## src/sv/clcg_pkg.sv

```systemverilog
package clcg_pkg;

    localparam int unsigned OUT_BITS_DEF    = 32;
    localparam int unsigned QUEUE_DEPTH_DEF = 4;

    localparam int unsigned GEN_W  = 15;
    localparam int unsigned FRAC_W = 32;
    localparam int unsigned CFG_W  = 2;
    localparam int unsigned PROD_W = 45;
    localparam int unsigned NUM_W  = 47;
    localparam int unsigned DEN_W  = 45;

    localparam logic [CFG_W-1:0] REG_SEED_FIRST  = 2'd0;
    localparam logic [CFG_W-1:0] REG_SEED_SECOND = 2'd1;
    localparam logic [CFG_W-1:0] REG_SEED_THIRD  = 2'd2;

    localparam logic [GEN_W-1:0] MOD_A = 15'd30269;
    localparam logic [GEN_W-1:0] MOD_B = 15'd30307;
    localparam logic [GEN_W-1:0] MOD_C = 15'd30323;
    localparam logic [7:0]       MUL_A = 8'd171;
    localparam logic [7:0]       MUL_B = 8'd172;
    localparam logic [7:0]       MUL_C = 8'd170;

    // Weights over the common denominator: B*C, A*C, A*B; DEN = A*B*C
    localparam logic [29:0]      WGT_A = 30'd918999161;
    localparam logic [29:0]      WGT_B = 30'd917846887;
    localparam logic [29:0]      WGT_C = 30'd917362583;
    localparam logic [DEN_W-1:0] DEN   = 45'd27817185604309;

    typedef logic [GEN_W-1:0] t_red_tbl [256];

    typedef struct packed {
        logic [GEN_W-1:0] a;
        logic [GEN_W-1:0] b;
        logic [GEN_W-1:0] c;
    } t_draw;

    typedef struct packed {
        logic  vld;
        t_draw draw;
    } t_draw_wr;

    typedef struct packed {
        logic             we;
        logic [CFG_W-1:0] idx;
        logic [GEN_W-1:0] data;
    } t_cfg_wr;

    // Entry i holds (i * 2^15) mod modulus, built by repeated add and fold.
    function automatic t_red_tbl f_red_tbl(input logic [GEN_W-1:0] modulus);
        t_red_tbl   tbl;
        logic [15:0] step;
        logic [15:0] acc;
        step = 16'h8000 - {1'b0, modulus};
        acc  = '0;
        for (int i = 0; i < 256; i++) begin
            tbl[i] = acc[GEN_W-1:0];
            acc    = acc + step;
            if (acc >= {1'b0, modulus}) begin
                acc = acc - {1'b0, modulus};
            end
        end
        return tbl;
    endfunction

    localparam t_red_tbl TBL_A = f_red_tbl(MOD_A);
    localparam t_red_tbl TBL_B = f_red_tbl(MOD_B);
    localparam t_red_tbl TBL_C = f_red_tbl(MOD_C);

    // (mul * g) mod modulus for g below the modulus: fold the bits above
    // 2^15 through the table, then one subtract of the modulus or of twice it.
    function automatic logic [GEN_W-1:0] f_lcg_step(
        input logic [GEN_W-1:0] g,
        input logic [7:0]       mul,
        input logic [GEN_W-1:0] modulus,
        input t_red_tbl         tbl
    );
        logic [22:0] prod;
        logic [16:0] sum;
        logic [16:0] m1;
        logic [16:0] m2;
        prod = 23'(g) * 23'(mul);
        sum  = 17'(tbl[prod[22:15]]) + 17'(prod[14:0]);
        m1   = 17'(modulus);
        m2   = {m1[15:0], 1'b0};
        if (sum >= m2) begin
            sum = sum - m2;
        end else if (sum >= m1) begin
            sum = sum - m1;
        end
        return sum[GEN_W-1:0];
    endfunction

    // A seed may sit at or above its modulus; one subtract brings it below.
    function automatic logic [GEN_W-1:0] f_seed_fold(
        input logic [GEN_W-1:0] v,
        input logic [GEN_W-1:0] modulus
    );
        return (v >= modulus) ? v - modulus : v;
    endfunction

endpackage

```

## src/sv/clcg_queue.sv

```systemverilog
module clcg_queue
    import clcg_pkg::*;
#(
    parameter int unsigned DEPTH = QUEUE_DEPTH_DEF
) (
    input  logic     i_clk,
    input  logic     i_rst_n,
    input  t_draw_wr i_wr,
    output logic     o_full,
    input  logic     i_pop,
    output logic     o_empty,
    output t_draw    o_draw
);

    localparam int unsigned PTR_W = (DEPTH > 1) ? $clog2(DEPTH) : 1;
    localparam int unsigned CNT_W = $clog2(DEPTH + 1);

    t_draw              r_mem [DEPTH];
    logic [PTR_W-1:0]   r_wptr;
    logic [PTR_W-1:0]   r_rptr;
    logic [CNT_W-1:0]   r_cnt;
    logic [PTR_W-1:0]   n_wptr;
    logic [PTR_W-1:0]   n_rptr;
    logic [CNT_W-1:0]   n_cnt;

    assign o_full  = (r_cnt == CNT_W'(DEPTH));
    assign o_empty = (r_cnt == '0);
    assign o_draw  = r_mem[r_rptr];

    always_comb begin
        n_wptr = r_wptr;
        n_rptr = r_rptr;
        if (i_wr.vld) begin
            n_wptr = (r_wptr == PTR_W'(DEPTH - 1)) ? '0 : r_wptr + PTR_W'(1);
        end
        if (i_pop) begin
            n_rptr = (r_rptr == PTR_W'(DEPTH - 1)) ? '0 : r_rptr + PTR_W'(1);
        end
        case ({i_wr.vld, i_pop})
            2'b10:   n_cnt = r_cnt + CNT_W'(1);
            2'b01:   n_cnt = r_cnt - CNT_W'(1);
            default: n_cnt = r_cnt;
        endcase
    end

    always_ff @(posedge i_clk) begin
        if (!i_rst_n) begin
            r_wptr <= '0;
            r_rptr <= '0;
            r_cnt  <= '0;
        end else begin
            r_wptr <= n_wptr;
            r_rptr <= n_rptr;
            r_cnt  <= n_cnt;
        end
    end

    always_ff @(posedge i_clk) begin
        if (i_wr.vld) begin
            r_mem[r_wptr] <= i_wr.draw;
        end
    end

endmodule

```

## config.mk

```make
export PLATFORM = sky130hd
export DESIGN_NAME = clcg_queue
export DESIGN_NICKNAME = d
export VERILOG_FILES = /design/src/sv/clcg_pkg.sv /design/src/sv/clcg_queue.sv
export SDC_FILE = /design/constraint.sdc
export NUM_CORES = 1
export LEC_CHECK = 0
export BUFFER_PORTS_ARGS = -buffer_cell sky130_fd_sc_hd__buf_2
export CAP_MARGIN = 20
export CORE_ASPECT_RATIO = 1.4
export CORE_MARGIN = 2
export CORE_UTILIZATION = 60
export DETAILED_ROUTE_END_ITERATION = 6
export PLACE_DENSITY = 0.83
export RECOVER_POWER = 25
export SLEW_MARGIN = 20
export SYNTH_ARGS = -nofsm -noshare
export SYNTH_HDL_FRONTEND = slang
export SYNTH_SLANG_ARGS = --single-unit
```

## constraint.sdc

```tcl
create_clock -name i_clk -period 4.1 [get_ports i_clk]
set_clock_uncertainty 0.1 [all_clocks]
set_input_delay 0.205 -clock i_clk [delete_from_list [all_inputs] [get_ports i_clk]]
set_output_delay 0.205 -clock i_clk [all_outputs]
set_load 0.01 [all_outputs]
```

# After elaboration in Yosys (flattened, before gate mapping)
# Memories as Yosys holds them, arrays and structs flattened. A register that Yosys moved wholly into a read port is not among the register bits.
# Index checks and enable logic that the tools add are counted.
# W data, S select, Z words.
# totals
reg_bits	7
out_inout_bits	47
n_memories	1
ramBits	180
# op_classes
eq_ne	5
mux	7
reduce_logical	2
n_addsub	4
# mem_list
name	depth	word_bits	read_ports	rd_clocked_by_memory_dff	write_ports	line_no	source
r_mem	4	45	1	1	1	clcg_queue.sv:18	t_draw r_mem [DEPTH];
# op_table
cell	n
$mux W2	4
$eq A2 B2 Y1 const B	3
$pmux W3 S2	1
$add A2 B1 Y2 const B	2
$add A3 B1 Y3 const B	1
$eq A3 B3 Y1 const B	1
$logic_not A3 Y1	1
$sub A3 B1 Y3 const B	1
$eq A2 B1 Y1 const B	1
$mux W1	2
$reduce_bool A2 Y1	1

# Logic depth before layout (Yosys ltp)
# Gate-level depths: netlist of run 1.
# logic_depth
word_depth	4
ltp_mapped	7
mapped_depth_nobuf	7

# Worst setup path after synthesis of run 1
# No wires, ideal clock.
# synth_timing
kind	register to register
from	reg r_wptr[0]
to	mem r_mem[3][0] in the netlist's numbering, enable pin
path_buffers	0
path_stages_with_launch	3
setup_time_ns	0.407
slack_ns	1.961
required_ns	3.593
arrival_time_ns	1.632
synth_period_minus_slack_ns	2.139
path_cell_list	dfxtp_1 ha_1 and2_1
# synth_lines
element	line_no	source
start: declaration	clcg_queue.sv:19	logic [PTR_W-1:0] r_wptr;
start signal: assignment	clcg_queue.sv:52	r_wptr <= n_wptr;
end: declaration	clcg_queue.sv:18	
# Straight into the memory's write port.

==> results of run 1 <==
-- report_power, final --
group / internal, mW / total, mW / leakage, nW / switching (mW)
Combinational: 0.183 / 0.355 / 0.916 / 0.172
Sequential: 2.20 / 2.25 / 1.73 / 0.0477
Clock: 1.15 / 1.82 / 0.317 / 0.678
-- worst min-delay path: stages --
cell	delay (ps)
buf_2	140
mux2i_1	90
nor2b_1	100
-- how the worst max path moves through the flow --
stage               startpoint      endpoint  slack [ps]  depth (start not counted)
floorplan            r_wptr[0]   r_mem[3][0]        1960                          2
global placement     r_wptr[0]  r_mem[2][31]        1970                          4
detailed placement   r_wptr[0]  r_mem[2][31]        1940                          4
CTS                       flop    o_draw[39]        1460                          2
global route              flop    o_draw[39]        1390                          2
finish                    flop    o_draw[39]        1550                          2
-- placed cells by master, fill, tap and decap left out, types with 2 or more instances in the layout --
master | netlist | layout
bufinv_16 | 0 | 6
inv_6 | 0 | 3
buf_4 | 0 | 4
edfxtp_1 | 180 | 180
and2_2 | 0 | 4
ha_1 | 6 | 6
mux2i_1 | 2 | 2
dlygate4sd3_1 | 0 | 46
nor2b_1 | 4 | 4
and2_1 | 6 | 2
mux4_2 | 40 | 40
dfxtp_1 | 9 | 7
o21ai_0 | 2 | 2
clkinvlp_4 | 0 | 2
clkbuf_16 | 0 | 17
buf_2 | 4 | 67
nor3b_1 | 2 | 2
clkbuf_1 | 0 | 29
mux4_1 | 5 | 5
inv_1 | 6 | 6
-- cell families after synthesis --
group,count (synthesis),synth area share
flops,189,0.7959
simple gates,16,0.01408
compound gates,5,0.004279
xor+xnor,2,0.002496
fa+ha+maj,7,0.01355
buf+inv,16,0.01979
mux,47,0.1499
-- routing by layer --
metal | global-route usage | wire (um) | vias up
met5 | 0 | 0 | -
met4 | 0.1048 | 405 | 0
met3 | 0.05946 | 585 | 31
met2 | 0.3732 | 7027 | 115
met1 | 0.2654 | 4909 | 1737
li1 | - | - | 1498
-- synthesized netlist by cell type, drive strengths merged --
master	number	area [um^2]
and3	1	6.260
a21boi	1	7.510
nor3b	2	15.01
or3	1	6.260
mux2i	2	20.02
xor2	1	8.760
xnor2	1	8.760
o21a	1	7.510
inv	6	22.52
fa	1	20.02
dfxtp	9	180.2
edfxtp	180	5405
nor2b	4	25.02
a21oi	1	5.000
nand2	1	3.750
buf	9	111.4
clkbuf	1	5.000
nor3	1	5.000
mux4	45	1032
o21ai	2	10.01
ha	6	75.07
and2	6	37.54
-- registers in the layout (all words and copies together), names as in the netlist, named ones only --
register	count
r_mem	180
r_cnt	3
r_wptr	2
r_rptr	2
-- final cells by class --
cell class,count,area (um^2),area share
Clock inverter,13,235.2,0.02701
Tap cell,144,180.2,0.02069
Clock buffer,18,429.2,0.04927
Sequential cell,189,5590,0.6419
Multi-Input combinational cell,77,1299,0.1491
Antenna cell,1,2.502,0.0002873
Inverter,6,22.52,0.002586
Timing Repair Buffer,146,950.9,0.1092
-- repair_timing --
item / CTS / global route
gates resized for setup: 0 / 0
hold endpoints to repair: 187 / 0
hold buffers: 46 / 0
==> summary.txt, run 1 <==
Die height: 132.0 um
Non-filler cells, final: 594
Total power: 4.424 mW
Critical R2R Capture: r_mem[2][30]
Slowest cell on crit path: dfxtp_4
Net Count, Synth: 338
Startpoint types: flop
Area growth, synth to finish: 24.10%
Fmax: 392.3 MHz
Hold depth: 3
Via count: 3381
RSZ-0062 raised after global routing: no
Number of global-route vias before repair: 3710
Clk slew on worst S/H paths: 60 ps
HPWL Detailed: 7038 um
Placer congestion estimate: 0.7233
Setup CP Type: flop to output port
Drt first pass iters: 4
Post-Syn Instances: 282
Hold Path Sink: r_wptr[1]
Root buf cell: clkbuf_16
Layout cells sized above 1: 0.3296
DRC: 0
CTS tree: done
Routed WL per cell: 21.76 um
Total GRT Usage: 0.2222
DRT iter0 DRCs: 148
Post-Synthesis Cell Area: 0.007018 mm^2
Clk Latency, worst-skew pair: 420 ps
Die Width: 95.41 um
Peak supply drop: 0.4415 mV
Sequential cell area fraction in the yosys report: 0.7959
Worst rel slew slack: 0.3398
Top delay family on crit path: flip-flops
Post-Route Setup TNS: 0 ps
Total power per unit cell area: 508.0 mW/mm^2
Reg2Reg Depth: 4
R2r setup slk: 1990 ps
Fin. Hold Viols: 0
IO Port Bufs: 95
ANT nets after route: 0
Drt total wl: 12930 um
Final number of max-transition violations: 0
Fin crit period: 2549 ps
Starting Density: 0.6158
Count of cell types in the netlist: 25
Post-DP Area: 0.007617 mm^2
Clock buffer depth: 2
TritonCTS Buffers: 17
Hold path startpoint: i_wr[45]
Io pins: 96
First-pass GRT wire length: 19910 um
Remaining Overflow, GRT: 0
Leak Pwr: 2.962 nW
Setup violators final: 0
Die Footprint: 0.01259 mm^2
Pre-CTS WS: 1943 ps
Row count: 46
Post-route cell area: 0.008710 mm^2
Worst-path fanout max: 45
Final core occ: 0.7643
Hold Path Class: input pin to flop
Slack of the critical path: 1551 ps
Buf+Inv Stages, Crit Path: 1
DP Cell Count: 516
Max incr delay on CP: 930 ps
# fillers: 624
Critical Path, Cell by Cell: mux4_1 > buf_2
Postcts setup bufs: 0
Initial antenna violation count: 1
Ys Warns: 0
Pin count of the biggest net entering global routing: 46
Routed vias/inst: 5.692
Yosys reg bits: 189
WP data required: 3800 ps
Status: finished clean
Critical path data arrival time: 2240 ps
Hold_ws: 58.94 ps
Clock tree sinks: 189
Layout Nets: 493
H-tree Lvls: 4
Final cycle utilization of the critical path: 0.6218
Syn_area_per_cell: 24.89 um^2
Reg2reg start: r_wptr[0]
Crit. End Element: output port
Max cap viols: 0
Slew at the pin with the worst max-slew slack: 990.4 ps
Core Area: 0.01140 mm^2
(Power assumes the default switching activity.)
==> run 2, diff against run 1 <==
--- a/config.mk
+++ b/config.mk
@@ -5,13 +5,14 @@
 export SDC_FILE = /design/constraint.sdc
 export NUM_CORES = 1
 export LEC_CHECK = 0
+export ABC_AREA = 1
 export BUFFER_PORTS_ARGS = -buffer_cell sky130_fd_sc_hd__buf_2
 export CAP_MARGIN = 20
 export CORE_ASPECT_RATIO = 1.4
 export CORE_MARGIN = 2
-export CORE_UTILIZATION = 60
+export CORE_UTILIZATION = 51
 export DETAILED_ROUTE_END_ITERATION = 6
-export PLACE_DENSITY = 0.83
+export PLACE_DENSITY = 0.75
 export RECOVER_POWER = 25
 export SLEW_MARGIN = 20
 export SYNTH_ARGS = -nofsm -noshare
==> constraint.sdc (replaced) <==
create_clock -name i_clk -period 2.2 [get_ports i_clk]
set_clock_uncertainty 0.1 [all_clocks]
set_input_delay 0.11 -clock i_clk [delete_from_list [all_inputs] [get_ports i_clk]]
set_output_delay 0.11 -clock i_clk [all_outputs]
set_load 0.01 [all_outputs]
==> run 2 against run 1 <==
  * Total power grew 83%
  * Clock power is 70% higher
  * Via count increased by 34%
  * Clock-buffer cell count rose by 2
  * Largest cell class unchanged
  * Critical path depth is 3 higher
  * First-iteration DRC count rose by 100%
  * Hold slack gained 290 ps
  * Register-to-register slack worse by 1500 ps
  * Setup slack worse by 1400 ps
  * Cell area increased by 1.9%
  * Final cell count increased by 41%
  * Highest routed layer unchanged
  * Critical endpoint is now o_draw[27]
  * Routed wire length is 13% higher
==> summary.txt, run 2 <==
Status: finished clean
Final cycle utilization of the critical path: 0.9216
Layout cells sized above 1: 0.1817
DRT iter0 DRCs: 296
Drt total wl: 14670 um
Remaining Overflow, GRT: 0
Clock buffer depth: 2
ANT nets after route: 0
Slew at the pin with the worst max-slew slack: 500.1 ps
Post-route cell area: 0.008874 mm^2
Via count: 4528
Fin crit period: 2028 ps
Largest registers: r_mem: 180 flops, r_cnt: 3 flops
Layout Nets: 698
Leak Pwr: 3.142 nW
Die Width: 104.1 um
Final number of max-transition violations: 0
Row count: 51
Postcts setup bufs: 0
Net Count, Synth: 551
M3 GR Usage: 0.03515
Simple-Gate Fraction of Synth Area: 0.05840
Post-Syn Instances: 495
Number of global-route vias before repair: 4546
Max reg flops: 180
Hold depth: 2
Diode count: 0
Total power per unit cell area: 911.8 mW/mm^2
Die Footprint: 0.01501 mm^2
Yosys reg bits: 189
Fin. Hold Viols: 0
First-pass GRT wire length: 22910 um
GRT met1 Usage: 0.2379
Total GRT Usage: 0.2004
Dominant cell type by area after synthesis: edfxtp_1
Area growth, synth to finish: 24.01%
TritonCTS Buffers: 17
Most common cell in the netlist: edfxtp_1
Setup CP Type: flop to output port
Post-DP Area: 0.007821 mm^2
Crit. End Element: output port
Post-Synthesis Cell Area: 0.007156 mm^2
Reg2Reg Depth: 4
HPWL Detailed: 8326 um
R2r setup slk: 510 ps
Sequential cell area fraction in the yosys report: 0.7806
Core Area: 0.01378 mm^2
Routed vias/inst: 5.390
Worst rel slew slack: 0.6666
Most flops, register: r_mem
Leading cell type in the layout, fill and taps excluded: edfxtp_1
Max cap viols: 0
Clock tree sinks: 189
Grt peak-use layer: met2
Clk Latency, worst-skew pair: 410 ps
Ys Warns: 0
CTS tree: done
Io pins: 96
Hold Path Class: input pin to flop
Starting Density: 0.5192
Initial antenna violation count: 0
Placer congestion estimate: 0.7465
Largest family of logic cells by synthesized area: compound AO/OA/AOI/OAI gates
Top cells by count, synth: 180 x edfxtp_1, 95 x nor2_1, 86 x o21ai_1
# fillers: 1065
RSZ-0062 raised after global routing: no
Die height: 144.2 um
Setup violators final: 0
Pin count of the biggest net entering global routing: 91
H-tree Lvls: 4
Peak supply drop: 0.5022 mV
DRC: 0
Critical path data arrival time: 1820 ps
Register area: 0.005590 mm^2
Worst-path fanout max: 52
Drt first pass iters: 5
Routed WL per cell: 17.46 um
Async SR Flop Fraction: 0
Top cells by area, synth: edfxtp_1 76%, o21ai_1 6.0%, nor2_1 5.0%
Top_reg_cell synth: edfxtp_1
Syn_area_per_cell: 14.46 um^2
Count of cell types in the netlist: 19
Root buf cell: clkbuf_16
XOR/XNOR share of the synthesized area: 0
Clk slew on worst S/H paths: 70 ps
Post-Route Setup TNS: 0 ps
EDFF count, synth: 180
Total power: 8.091 mW
IO Port Bufs: 95
Synth Area in Compound Gates: 0.1086
Startpoint types: flop
WP data required: 1990 ps
Fmax: 493.2 MHz
Post-Synth Adder-Cell Area: 0.01329
Synth top area share: 0.7554
GRT met2 Usage: 0.3560
Multi-input gate area: 0.001290 mm^2
Most frequent cells in the layout: 180 x edfxtp_1, 95 x nor2_1, 86 x o21ai_1, 67 x buf_2, 48 x dlygate4sd3_1
Mux share of post-synthesis cell area: 0
## run 2: cell count changes after synthesis, sizes merged, moves of 3 or more
cell,delta
nor2,+95
o21ai,+92
mux4,-45
o22ai,+45
buf,+19
inv,+11
nand2,+7
and2,-6
a21oi,+4
nor2b,-4
nor3,+3
## run 2: worst max-delay path: stages, from the launching register on
cell,delay [ps]
dfxtp_4,360
inv_6,320
buf_12,240
nor2_1,60
o22ai_1,240
buf_2,180
## run 2: final timing paths
path,start,end
worst max-delay path,flop,o_draw[27]
worst min-delay path,i_wr[14],r_mem[2][14]
worst max register to register,r_wptr[0],r_mem[3][34]
worst min register to register,r_rptr[1],flop
## run 2: cell families after synthesis
group / Yosys count
flip-flops: 189
AND/OR/NAND/NOR: 109
buffers and inverters: 46
AO/OA/AOI/OAI: 144
adder cells (fa/ha/maj): 7
## run 2: power by group
| part | internal, mW | switching (mW) | leakage [nW] |
|---|---|---|---|
| Clock | 1.77 | 1.33 | 0.289 |
| Combinational | 0.321 | 0.523 | 1.12 |
| Sequential | 4.10 | 0.0467 | 1.73 |
## run 2: layout make-up
cell class / instances / area share
clock buffer: 20 / 0.05147
clock inverter: 12 / 0.01678
inverter: 18 / 0.008460
multi-input combinational: 260 / 0.1454
sequential: 189 / 0.6300
tap: 185 / 0.02609
timing repair buffer: 156 / 0.1218
## run 2: per-stage QoR
stage	hold WS, ps	std cells	util	worst slack, ps
4_1_cts	321.9	840	0.6462	48.12
5_1_grt	361.0	840	0.6438	30.92
3_3_place_gp	218.6	760	0.5674	525.0
6_report	353.0	840	0.6438	172.4
3_5_place_dp	225.2	760	0.5674	496.8
2_1_floorplan	108.9	495	-	229.2
## run 2: routing by layer
layer | up-vias | wire [um]
li1 | 2155 | -
met5 | - | 0
met4 | 0 | 383
met1 | 2181 | 5883
met3 | 30 | 691
met2 | 162 | 7708
## run 2: repair_timing
item,4_1_cts,5_1_grt
hold endpoints to repair,189,0
hold buffers,48,0
resized for setup,0,1
endpoints found under the setup margin,0,26
